## config.mk

```make
export PLATFORM = sky130hd
export DESIGN_NAME = xypr_ctrl
export DESIGN_NICKNAME = d
export VERILOG_FILES = /design/src/rtl/xypr_pkg.sv /design/src/rtl/xypr_ctrl.sv
export SDC_FILE = /design/constraint.sdc
export NUM_CORES = 1
export LEC_CHECK = 0
export ABC_AREA = 1
export BUFFER_PORTS_ARGS = -buffer_cell sky130_fd_sc_hd__buf_2
export CAP_MARGIN = 5
export CORE_MARGIN = 5
export CORE_UTILIZATION = 50
export CTS_CLUSTER_SIZE = 16
export DETAILED_ROUTE_END_ITERATION = 10
export PLACE_DENSITY = 0.82
export SYNTH_ARGS = -nofsm -noshare
export SYNTH_HDL_FRONTEND = slang
export SYNTH_SLANG_ARGS = --single-unit
```

## constraint.sdc

```tcl
create_clock -name i_clk -period 2.85 [get_ports i_clk]
set_clock_uncertainty 0.05 [all_clocks]
set_input_delay 0.57 -clock i_clk [delete_from_list [all_inputs] [get_ports i_clk]]
set_output_delay 0.57 -clock i_clk [all_outputs]
set_load 0.01 [all_outputs]
```

## src/rtl/xypr_pkg.sv

```systemverilog
// Package for the XY path record and playback block.
// Holds command codes, register indexes, reset values and the shared types.
// No dependencies.
package xypr_pkg;

    localparam logic [2:0] CMD_TICK      = 3'd0;
    localparam logic [2:0] CMD_START_REC = 3'd1;
    localparam logic [2:0] CMD_STOP_REC  = 3'd2;
    localparam logic [2:0] CMD_PLAY      = 3'd3;
    localparam logic [2:0] CMD_STOP_PLAY = 3'd4;
    localparam logic [2:0] CMD_CLEAR     = 3'd5;

    localparam int CFG_IDX_W = 3;
    localparam logic [CFG_IDX_W-1:0] CFG_SPEED  = 3'd0;
    localparam logic [CFG_IDX_W-1:0] CFG_LOOP   = 3'd1;
    localparam logic [CFG_IDX_W-1:0] CFG_THRESH = 3'd2;
    localparam logic [CFG_IDX_W-1:0] CFG_GAP    = 3'd3;

    localparam logic [15:0] SPEED_RESET  = 16'd4096;
    localparam logic [15:0] SPEED_MIN    = 16'd41;
    localparam logic [15:0] THRESH_RESET = 16'd131;
    localparam logic [31:0] GAP_RESET    = 32'd16384;

    localparam int DIV_NW = 48;
    localparam int DIV_DW = 32;
    localparam int DIV_CW = 6;

    typedef struct packed {
        logic [31:0] b;
        logic [15:0] y;
        logic [15:0] x;
    } t_point;

    typedef enum logic [4:0] {
        OP_NONE,
        OP_CAPTURE,
        OP_APPLY,
        OP_RD_LAST,
        OP_APPEND,
        OP_LATCH_DUR,
        OP_MUL_T,
        OP_STOP_PLAY,
        OP_MOD_START,
        OP_MOD_TAKE,
        OP_SCAN_FIRST,
        OP_SCAN_PREV,
        OP_SCAN_STEP,
        OP_LERP_MUL,
        OP_LERP_DIV,
        OP_LERP_TAKE,
        OP_OUT_LOAD
    } t_op;

    typedef enum logic [3:0] {
        ST_IDLE,
        ST_APPLY,
        ST_APPEND,
        ST_RLAST,
        ST_RCHK,
        ST_DUR,
        ST_MUL,
        ST_CMP,
        ST_MOD,
        ST_SCAN0,
        ST_SCAN1,
        ST_SCAN,
        ST_LMUL,
        ST_LDIV,
        ST_LWAIT,
        ST_DONE
    } t_state;

    typedef struct packed {
        t_op  op;
        logic in_ready;
    } t_ctl;

    typedef struct packed {
        logic [2:0] cmd;
        logic       new_frame;
        logic       recording;
        logic       playing;
        logic       len_zero;
        logic       len_ge2;
        logic       take;
        logic       dur_zero;
        logic       t_gt_dur;
        logic       loop_en;
        logic       found;
        logic       scan_last;
        logic       div_done;
        logic       axis_y;
        logic       out_free;
    } t_stat;

endpackage

```

## src/rtl/xypr_ctrl.sv

```systemverilog
// Controller state machine: sequences decode, recording, playback and result load.
// Depends on xypr_pkg.
module xypr_ctrl (
    input  logic            i_clk,
    input  logic            i_rst_n,
    input  logic            i_in_valid,
    input  xypr_pkg::t_stat i_stat,
    output xypr_pkg::t_ctl  o_ctl
);
    import xypr_pkg::*;

    t_state r_state, n_state;

    always_ff @(posedge i_clk) begin
        if (!i_rst_n) begin
            r_state <= ST_IDLE;
        end else begin
            r_state <= n_state;
        end
    end

    always_comb begin
        n_state        = r_state;
        o_ctl.op       = OP_NONE;
        o_ctl.in_ready = 1'b0;
        case (r_state)
            ST_IDLE: begin
                o_ctl.in_ready = 1'b1;
                if (i_in_valid) begin
                    o_ctl.op = OP_CAPTURE;
                    n_state  = ST_APPLY;
                end
            end
            ST_APPLY: begin
                o_ctl.op = OP_APPLY;
                n_state  = ST_DONE;
                if (i_stat.cmd == CMD_TICK && i_stat.new_frame) begin
                    if (i_stat.recording) begin
                        n_state = i_stat.len_zero ? ST_APPEND : ST_RLAST;
                    end else if (i_stat.playing && i_stat.len_ge2) begin
                        n_state = ST_RLAST;
                    end
                end
            end
            ST_APPEND: begin
                o_ctl.op = OP_APPEND;
                n_state  = ST_DONE;
            end
            ST_RLAST: begin
                o_ctl.op = OP_RD_LAST;
                n_state  = i_stat.recording ? ST_RCHK : ST_DUR;
            end
            ST_RCHK: begin
                if (i_stat.take) begin
                    o_ctl.op = OP_APPEND;
                end
                n_state = ST_DONE;
            end
            ST_DUR: begin
                o_ctl.op = OP_LATCH_DUR;
                n_state  = i_stat.dur_zero ? ST_DONE : ST_MUL;
            end
            ST_MUL: begin
                o_ctl.op = OP_MUL_T;
                n_state  = ST_CMP;
            end
            ST_CMP: begin
                if (!i_stat.t_gt_dur) begin
                    n_state = ST_SCAN0;
                end else if (!i_stat.loop_en) begin
                    o_ctl.op = OP_STOP_PLAY;
                    n_state  = ST_DONE;
                end else begin
                    o_ctl.op = OP_MOD_START;
                    n_state  = ST_MOD;
                end
            end
            ST_MOD: begin
                if (i_stat.div_done) begin
                    o_ctl.op = OP_MOD_TAKE;
                    n_state  = ST_SCAN0;
                end
            end
            ST_SCAN0: begin
                o_ctl.op = OP_SCAN_FIRST;
                n_state  = ST_SCAN1;
            end
            ST_SCAN1: begin
                o_ctl.op = OP_SCAN_PREV;
                n_state  = ST_SCAN;
            end
            ST_SCAN: begin
                o_ctl.op = OP_SCAN_STEP;
                if (i_stat.found) begin
                    n_state = ST_LMUL;
                end else if (i_stat.scan_last) begin
                    n_state = ST_DONE;
                end
            end
            ST_LMUL: begin
                o_ctl.op = OP_LERP_MUL;
                n_state  = ST_LDIV;
            end
            ST_LDIV: begin
                o_ctl.op = OP_LERP_DIV;
                n_state  = ST_LWAIT;
            end
            ST_LWAIT: begin
                if (i_stat.div_done) begin
                    o_ctl.op = OP_LERP_TAKE;
                    n_state  = i_stat.axis_y ? ST_DONE : ST_LMUL;
                end
            end
            ST_DONE: begin
                if (i_stat.out_free) begin
                    o_ctl.op = OP_OUT_LOAD;
                    n_state  = ST_IDLE;
                end
            end
            default: begin
                n_state = ST_IDLE;
            end
        endcase
    end
endmodule

```

Word-level counts from Yosys, hierarchy flattened
Cells that the tools add are included.
{"block": "classes", "eq_ne": 20, "n_mux": 25, "reduce_logical": 6}
{"op": "$pmux 5 s16", "count": 1}
{"op": "$pmux 4 s15", "count": 1}
{"op": "$mux 4", "count": 14}
{"op": "$eq 4x4->1 const B", "count": 8}
{"op": "$eq 4x3->1 const B", "count": 4}
{"op": "$mux 3", "count": 3}
{"op": "$eq 4x2->1 const B", "count": 2}
{"op": "$ne 2x2->1 const B", "count": 4}
{"op": "$mux 5", "count": 1}
{"op": "$reduce_and 5->1", "count": 1}
{"op": "$eq 4x1->1 const B", "count": 1}
{"op": "$logic_not 4->1", "count": 1}
{"op": "$mux 1", "count": 4}
{"op": "$logic_not 3->1", "count": 1}
{"op": "$ne 3x3->1 const B", "count": 1}
{"op": "$logic_and 1x1->1", "count": 2}
{"op": "$mux 2", "count": 1}
{"op": "$reduce_or 2->1", "count": 1}
{"block": "word_totals", "register_bits": 4, "input_bits": 20, "output_inout_bits": 6, "word_cells": 52}

Longest topological paths before layout
Gate-level depths: netlist (run 1).
{"block": "logic_depth", "ltp_word": 5, "ltp_mapped": 9, "mapped_depth_nobuf": 9}

Worst setup path after synthesis (run 1)
OpenSTA, ideal clock, no wires.
{"block": "synth_path", "path_kind": "flip-flop to output port", "from": "reg r_state[0]", "to": "out o_ctl[1] (netlist bit)", "t_arrival_ns": 1.214, "required_ns": 2.230, "setup_slack_ns": 1.016, "stages_incl_launch_ff": 7, "cell_sequence": "dfxtp_1 -> nand2_2 -> nor2_2 -> nand2_1 -> o21ai_0 -> nor2_1 -> a21boi_0"}
{"element": "start, declared", "line": "xypr_ctrl.sv:12", "rtl": "t_state r_state, n_state;"}
{"element": "start signal, assigned", "line": "xypr_ctrl.sv:18", "rtl": "r_state <= n_state;"}
{"element": "end, declared", "line": "xypr_ctrl.sv:8", "rtl": "output xypr_pkg::t_ctl o_ctl"}

==> metrics.txt, run 1 <==
status finished, final reports clean; Fin. Hold Viols 0; Clock Tree Buf Depth 2; Most flops, register r_state; antenna-violating nets left 0; max-cap viol count 0; number of DRC markers in iteration 0 47; GR Layer Usage met1 0.245; gp weighted congestion 0.937; vias per cell 5.33; Syn Area/Cell 5.00 sq um; Regs by FF count r_state x4; core area roughly 1300 sq um; Cell Rows 13; CTS hold repair buffers 0; total gr overflow 0; gr busiest metal met2; Seq/Total Area, Yosys 0.122; Critical Path AT around 1600 ps; largest net degree at the start of global routing 10; synthesized-area fraction occupied by and/or/nand/nor cells 0.592; WL/cell roughly 12 um; DIE AREA 2140 sq um; n_diodes 0; Synth Area in XOR/XNOR 0; initial antenna violation count 0; Slew @ Worst Pin 318 ps; post-cts repair resize count 0; kind of critical path reg -> out; Post-Syn Area about 660 sq um; total track usage 0.207; reg2reg setup slack approximately 1400 ps; CP startpoint kind flop; post-CTS setup buffers 0; share of layout cells above drive strength 1 0.296; LEAKAGE 0.000505 uW; Multi-input gate area 485 sq um; CTS tree yes; Clock Sink Count 4; global-route wire length before repair 3280 um; critical path endpoint category primary output; worst reg2reg path startpoint r_state[0]; initial core utilization 0.517; GR Layer Usage met3 0.0156; Area growth syn-to-layout 25.4%; mux contribution to synthesized area 0; peak supply drop 488 uV; Hold WC Path Type in -> reg; syn nets 151; Rel. slew slack 0.788; Worst Hold Depth 3; Worst R2R End r_state[1]; Die Width approximately 46 um; Worst Min Path Start i_rst_n; Port Buffers 25; Seq. cell area 80.1 sq um; Clock Latency Late Sink 230 ps; Final Util 0.648; Worst Path Required 2230 ps; final worst-path cycle share 0.780; synthesized instance count 131; drt pass-1 iters 4; Max H-tree Level 1; Remaining DRCs 0; RSZ-0062 raised after global routing false; Hold WS 525 ps; vias in the first global route 842; Yosys reg bits 4; Slew Limit Fails 0; Pwr per Cell Area 805 nW/um^2; Detail Placement HPWL 1690 um; Largest register FFs 4; synth unique cells 18; adder-cell share of the synthesized area 0; Boundary Pins 26; largest family of logic cells by synthesized area simple AND/OR/NAND/NOR gates; final-layout fill cell count 134; # nets final 181; CTS Buf Count 3; fmax 450 MHz; GR Util met2 0.371; fin crit period 2220 ps; worst-path fanout max 6; setup TNS 0 ps; final setup vio count 0; Die Ht 46.2 um; Worst-path clk slew 30 ps; Routed Wire Length 2000 um; Hold Path End r_state[0]; Synth Warn # 0; Root Driver clkbuf_4; Compound-Gate Fraction of Synth Area 0.149; total vias in the final route 927; FF-to-FF path depth 6
-- kinds of logic after synthesis --
logic type / Yosys count
flip-flops: 4
buffers and inverters: 24
AND/OR/NAND/NOR: 87
AO/OA/AOI/OAI: 16
-- cell type report --
cell class                      count  share of cell area
Clock buffer                        3              0.0274
Tap cell                           15              0.0228
Inverter                           24               0.110
Timing Repair Buffer               25               0.152
Multi-Input combinational cell    103               0.591
Sequential cell                     4              0.0974
-- power by group --
group	internal [uW]	switching [uW]
Combinational	174	303
Sequential	76.8	40.2
Clock	46.9	21.2
Total	298	364
-- worst max-delay path by stage --
stage,startpoint,to,slack [ps]
final,r_state[0],o_ctl[1],630
after global routing,r_state[0],o_ctl[1],450
after CTS,r_state[0],o_ctl[1],630
after detailed placement,r_state[0],o_ctl[1],890
after global placement,r_state[0],o_ctl[1],910
after floorplan,r_state[0],o_ctl[1],1020
-- through the flow --
stage | worst slack, ps | total power [uW] | area [sq um] | instances
finish | 628 | 662 | 822 | 174
global route | 454 | 734 | 822 | 174
CTS | 633 | 659 | 822 | 174
detailed placement | 885 | 587 | 800 | 171
global placement | 906 | 578 | 800 | 171
floorplan | 1020 | 453 | 656 | 131
-- cell usage after synthesis (all sizes together) --
cell type	instances	area [sq um]
a21boi	1	7.51
a21oi	6	33.8
dfxtp	4	80.1
inv	24	90.1
nand2	46	185
nand3	12	65.1
nand4	1	6.26
nor2	27	126
nor3	1	5.00
o2111ai	1	8.76
o211ai	3	22.5
o21ai	5	25.0
-- critical path: stages, from the launching register on --
cell and delay, ps:
dfxtp_1 490, nand2_2 170, nor2_2 160, nand2_1 90
o21ai_0 90, nor2_1 80, a21boi_0 140, buf_2 150
-- cells in the final DEF, fill, tap and decap left out --
master	count
nand2_1	41
buf_2	25
nor2_1	21
inv_1	18
nand3_1	11
inv_2	6
nand2_2	5
a21oi_1	5
o21ai_0	5
nor2_2	4
dfxtp_1	4
o211ai_1	3
clkbuf_4	3
nor2_4	2
o2111ai_1	1
a21boi_0	1
nor3_1	1
nand4_1	1
nand3_2	1
a21oi_2	1
-- layer usage --
layer	routed length, um	vias to the layer above
met2	1010	62
met1	767	394
met4	27	0
met3	202	3
met5	0	-
li1	-	468
Note: power is estimated with default switching activity, not from simulation.
==> run 2: changes to the inputs <==
- CORE_UTILIZATION: 50 -> 47
- PLACE_DENSITY: 0.82 -> 0.78
- clock period: 2.85 -> 2.2 ns (I/O delays scaled with it)
==> run 2 against run 1 <==
  * Critical path depth unchanged
  * Non-clock buffer count stayed put
  * Power rose by 30%
  * Core utilization decreased by 2.4 points
  * Sequential power rose by 28%
  * Global-route usage fell by 1.8 points
  * Worst setup slack worse by 490 ps
  * Combinational power increased by 30%
  * Register-to-register slack worse by 640 ps
  * Critical path type unchanged
  * Largest power group unchanged
  * Highest routed layer is now met3
==> metrics.txt, run 2 (synthesized netlist as in run 1, its figures left out) <==
Critical Path AT 1570 ps (-30 ps); # nets final 181 (unchanged); Slew @ Worst Pin 309 ps (-8.14 ps); commonest non-fill, non-tap cell in the layout nand2_1; max-cap viol count 0 (unchanged); share of layout cells above drive strength 1 0.296 (unchanged); Pwr per Cell Area 1050 nW/um^2 (+30%); setup slack at placement 401 ps (-484 ps); Hold WC Path Type in -> reg; critical path endpoint category primary output; RSZ-0062 raised after global routing false; Hold WS 395 ps (-131 ps); status finished, final reports clean; Max H-tree Level 1 (unchanged); number of DRC markers in iteration 0 47 (unchanged); crit-path leading delay family flip-flops; Remaining DRCs 0 (unchanged); vias per cell 4.98 (-6.6%); total track usage 0.189 (-0.0181); Boundary Pins 26 (unchanged); Worst Path Required 1710 ps (-520 ps); Multi-input gate area 485 sq um (unchanged); Final Util 0.624 (-0.0240); LEAKAGE 0.000505 uW (unchanged); Root Driver clkbuf_4; Power Total 860 uW (+30%); Clock Sink Count 4 (unchanged); n_diodes 0 (unchanged); initial antenna violation count 0 (unchanged); Largest register FFs 4 (unchanged); fmax 485 MHz; CP startpoint kind flop; peak supply drop 603 uV (+24%); Worst-path clk slew 30 ps (about the same); gp weighted congestion 0.976 (+4.2%); Slew Limit Fails 0 (unchanged); post-cts repair resize count 0 (unchanged); Seq. cell area 80.1 sq um (unchanged); global-route wire length before repair 3050 um (-7.2%); Routed Wire Length 1890 um (-5.6%); CTS Buf Count 3 (unchanged); total gr overflow 0 (unchanged); Die Width 47.4 um (+2.5%); DIE AREA 2240 sq um (+5.0%); total vias in the final route 866 (-6.6%); most frequent cells in the layout nand2_1 (41), buf_2 (25), nor2_1 (21); Rel. slew slack 0.793 (+0.00543); worst-path fanout max 6 (unchanged); Fin. Hold Viols 0 (unchanged); kind of critical path reg -> out; largest net degree at the start of global routing 10 (unchanged); final setup vio count 0 (unchanged); post-CTS setup buffers 0 (unchanged); CTS tree yes; setup ws final 140 ps (-487 ps); Die Ht 47.4 um (+2.5%); Cell Rows 13 (unchanged); Worst Path Buf+Inv 1 (unchanged); setup TNS 0 ps (unchanged); Regs by FF count r_state x4; initial core utilization 0.498 (-0.0191); Port Buffers 25 (unchanged); Detail Placement HPWL 1590 um (-5.6%); Area growth syn-to-layout 25.4% (unchanged); vias in the first global route 785 (-6.8%); Largest stage delay, worst path 490 ps (about the same); crit-path cells nand2_2, nor2_2, nand2_1, o21ai_0, nor2_1, a21boi_0, buf_2; final-layout fill cell count 143 (+6.7%); fin crit period 2060 ps; antenna-violating nets left 0 (unchanged); core area 1320 sq um (+3.8%); WL/cell 10.9 um (-5.6%); final worst-path cycle share 0.936; Clock Latency Late Sink 240 ps (about the same); drt pass-1 iters 4 (unchanged); Clock Tree Buf Depth 2 (unchanged); Most flops, register r_state; slowest cell on the critical path dfxtp_1; CTS hold repair buffers 0 (unchanged)
## run 2: cell counts in the layout (fill, tap and decap cells not counted)
Identical to the previous run, type by type.
## run 2: worst paths after layout
check                                   to  startpoint  depth (start not counted)  slack [ps]
worst max-delay path              o_ctl[1]  r_state[0]                          7         140
worst min-delay path            r_state[0]     i_rst_n                          3         390
worst max register to register  r_state[3]  r_state[1]                          8         760
worst min register to register  r_state[1]  r_state[1]                          2         550
## run 2: worst register-to-register path: stages, from the launching register on
cell and delay [ps]:
dfxtp_1 470, inv_2 100, nor2_4 180, nand2_1 130
nand2_1 80, nor2_1 50, nand3_1 100, nand2_1 80
a21oi_1 140
## run 2: area by class of cell
| type | instances | share of cell area |
|---|---|---|
| Sequential cell | 4 | 0.0974 |
| Multi-Input combinational cell | 103 | 0.591 |
| Clock buffer | 3 | 0.0274 |
| Inverter | 24 | 0.110 |
| Timing Repair Buffer | 25 | 0.152 |
| Tap cell | 15 | 0.0228 |
## run 2: report_power, final
group	internal, uW	total (uW)	switching, uW
Clock	60.9	89.5	28.6
Combinational	226	621	395
Sequential	99.5	150	50.1
Total	386	860	474
## run 2: routing by layer
metal  wire length [um]  track usage
met2                953        0.318
met1                754        0.230
met5                  0            0
met4                  0        0.105
met3                182       0.0192
## run 2: per-stage QoR
step                      cells  instance area (sq um)
after floorplan             131                    656
after global placement      171                    800
after detailed placement    171                    800
after CTS                   174                    822
after global routing        174                    822
final                       174                    822
==> run 3: changes to the inputs <==
- MAX_ROUTING_LAYER: not set -> met4
==> run 3 against run 2 <==
  * Wire length decreased by 2.3%
  * Critical endpoint unchanged
  * Flip-flop and latch count unchanged
  * Core utilization unchanged
  * Fmax increased by 0.13%
  * Clock-buffer cell count unchanged
  * First-iteration DRC count decreased by 28%
==> metrics.txt, run 3 (synthesized netlist as in run 1, its figures left out) <==
gp weighted congestion 0.982 (+0.54%); fin crit period 2060 ps (-2.74 ps); Max H-tree Level 1 (unchanged); initial antenna violation count 0 (unchanged); post-cts repair resize count 0 (unchanged); n_diodes 0 (unchanged); antenna-violating nets left 0 (unchanged); kind of critical path reg -> out; FF-to-FF path depth 8 (unchanged); Detail Placement HPWL 1580 um (-1.1%); Clock Latency Late Sink 230 ps (about the same); final worst-path cycle share 0.935 (-0.00125); # nets final 181 (unchanged); Root Driver clkbuf_4; Rel. slew slack 0.797 (+0.00365); worst reg2reg path startpoint r_state[1]; post-CTS setup buffers 0 (unchanged); core area 1320 sq um (unchanged); max-cap viol count 0 (unchanged); fmax 486 MHz (+0.13%); Die Ht 47.4 um (unchanged); Largest register FFs 4 (unchanged); setup ws final 143 ps (+2.74 ps); Worst Path Required 1710 ps (about the same); commonest non-fill, non-tap cell in the layout nand2_1; Worst-path clk slew 40 ps (about the same); CP startpoint kind flop; global-route wire length before repair 3050 um (unchanged); total gr overflow 0 (unchanged); Regs by FF count r_state x4; Boundary Pins 26 (unchanged); setup slack at placement 388 ps (-13.5 ps); Cell Rows 13 (unchanged); peak supply drop 731 uV (+21%); Hold WC Path Type in -> reg; Worst Hold Depth 3 (unchanged); Hold Path End r_state[0]; initial core utilization 0.498 (unchanged); total track usage 0.199 (+0.0104); final setup vio count 0 (unchanged); setup TNS 0 ps (unchanged); Area growth syn-to-layout 25.4% (unchanged); Die Width 47.4 um (unchanged); worst-path fanout max 6 (unchanged); RSZ-0062 raised after global routing false; CP Launch Point r_state[0]; total vias in the final route 877 (+1.3%); CTS tree yes; Hold WS 394 ps (-0.578 ps); Slew @ Worst Pin 304 ps (-5.48 ps); DIE AREA 2240 sq um (unchanged); Routed Wire Length 1850 um (-2.3%); Most flops, register r_state; status finished, final reports clean; Pwr per Cell Area 1040 nW/um^2 (-0.94%); CTS Buf Count 3 (unchanged); Clock Sink Count 4 (unchanged); largest net degree at the start of global routing 10 (unchanged); drt pass-1 iters 4 (unchanged); Port Buffers 25 (unchanged); Slew Limit Fails 0 (unchanged); number of DRC markers in iteration 0 34 (-28%); Clock Tree Buf Depth 2 (unchanged); post-route cell area 822 sq um (unchanged); critical path endpoint category primary output; CTS hold repair buffers 0 (unchanged); Worst Min Path Start i_rst_n; WL/cell 10.6 um (-2.3%); vias in the first global route 737 (-6.1%); Worst R2R End r_state[1]; share of layout cells above drive strength 1 0.296 (unchanged); Remaining DRCs 0 (unchanged); LEAKAGE 0.000505 uW (unchanged); Post-DP Area 800 sq um (unchanged); reg2reg setup slack 800 ps (+40 ps); vias per cell 5.04 (+1.3%); most frequent cells in the layout nand2_1 (41), buf_2 (25), nor2_1 (21); Critical Path AT 1570 ps (about the same); Fin. Hold Viols 0 (unchanged)
## run 3: how the worst max path moves through the flow
stage / cells after the start / end / slack, ps
floorplan: 6 / o_ctl[1] / 500
global placement: 7 / o_ctl[3] / 430
detailed placement: 7 / o_ctl[1] / 390
CTS: 7 / o_ctl[1] / 130
global route: 7 / o_ctl[1] / 4
finish: 7 / o_ctl[1] / 140
## run 3: area by class of cell
| cell class | instances | area, sq um |
|---|---|---|
| Multi-Input combinational cell | 103 | 485 |
| Inverter | 24 | 90.1 |
| Fill cell | 140 | 495 |
| Clock buffer | 3 | 22.5 |
| Tap cell | 15 | 18.8 |
| Sequential cell | 4 | 80.1 |
| Timing Repair Buffer | 25 | 125 |
## run 3: metrics by stage
step	utilization	cells	power (uW)
detailed placement	0.607	171	760
global placement	0.607	171	756
finish	0.624	174	852
global route	0.624	174	956
CTS	0.624	174	856
floorplan	-	131	586
## run 3: metal layers
layer  global-route usage  up-vias  wire (um)
met4               0.0829        0          0
li1                     -      465          -
met5                    -        -          0
met3               0.0230        0        146
met1                0.254      376        797
met2                0.313       36        903
## run 3: critical path, stage by stage, from the launching register on
cell and delay (ps):
dfxtp_1 490, nand2_2 160, nor2_2 150, nand2_1 90
o21ai_0 90, nor2_1 80, a21boi_0 140, buf_2 150
## run 3: power breakdown
part	internal, uW	switching [uW]	total, uW
Sequential	99.5	50.2	150
Combinational	226	388	614
Clock	60.9	27.5	88.4
Total	386	466	852
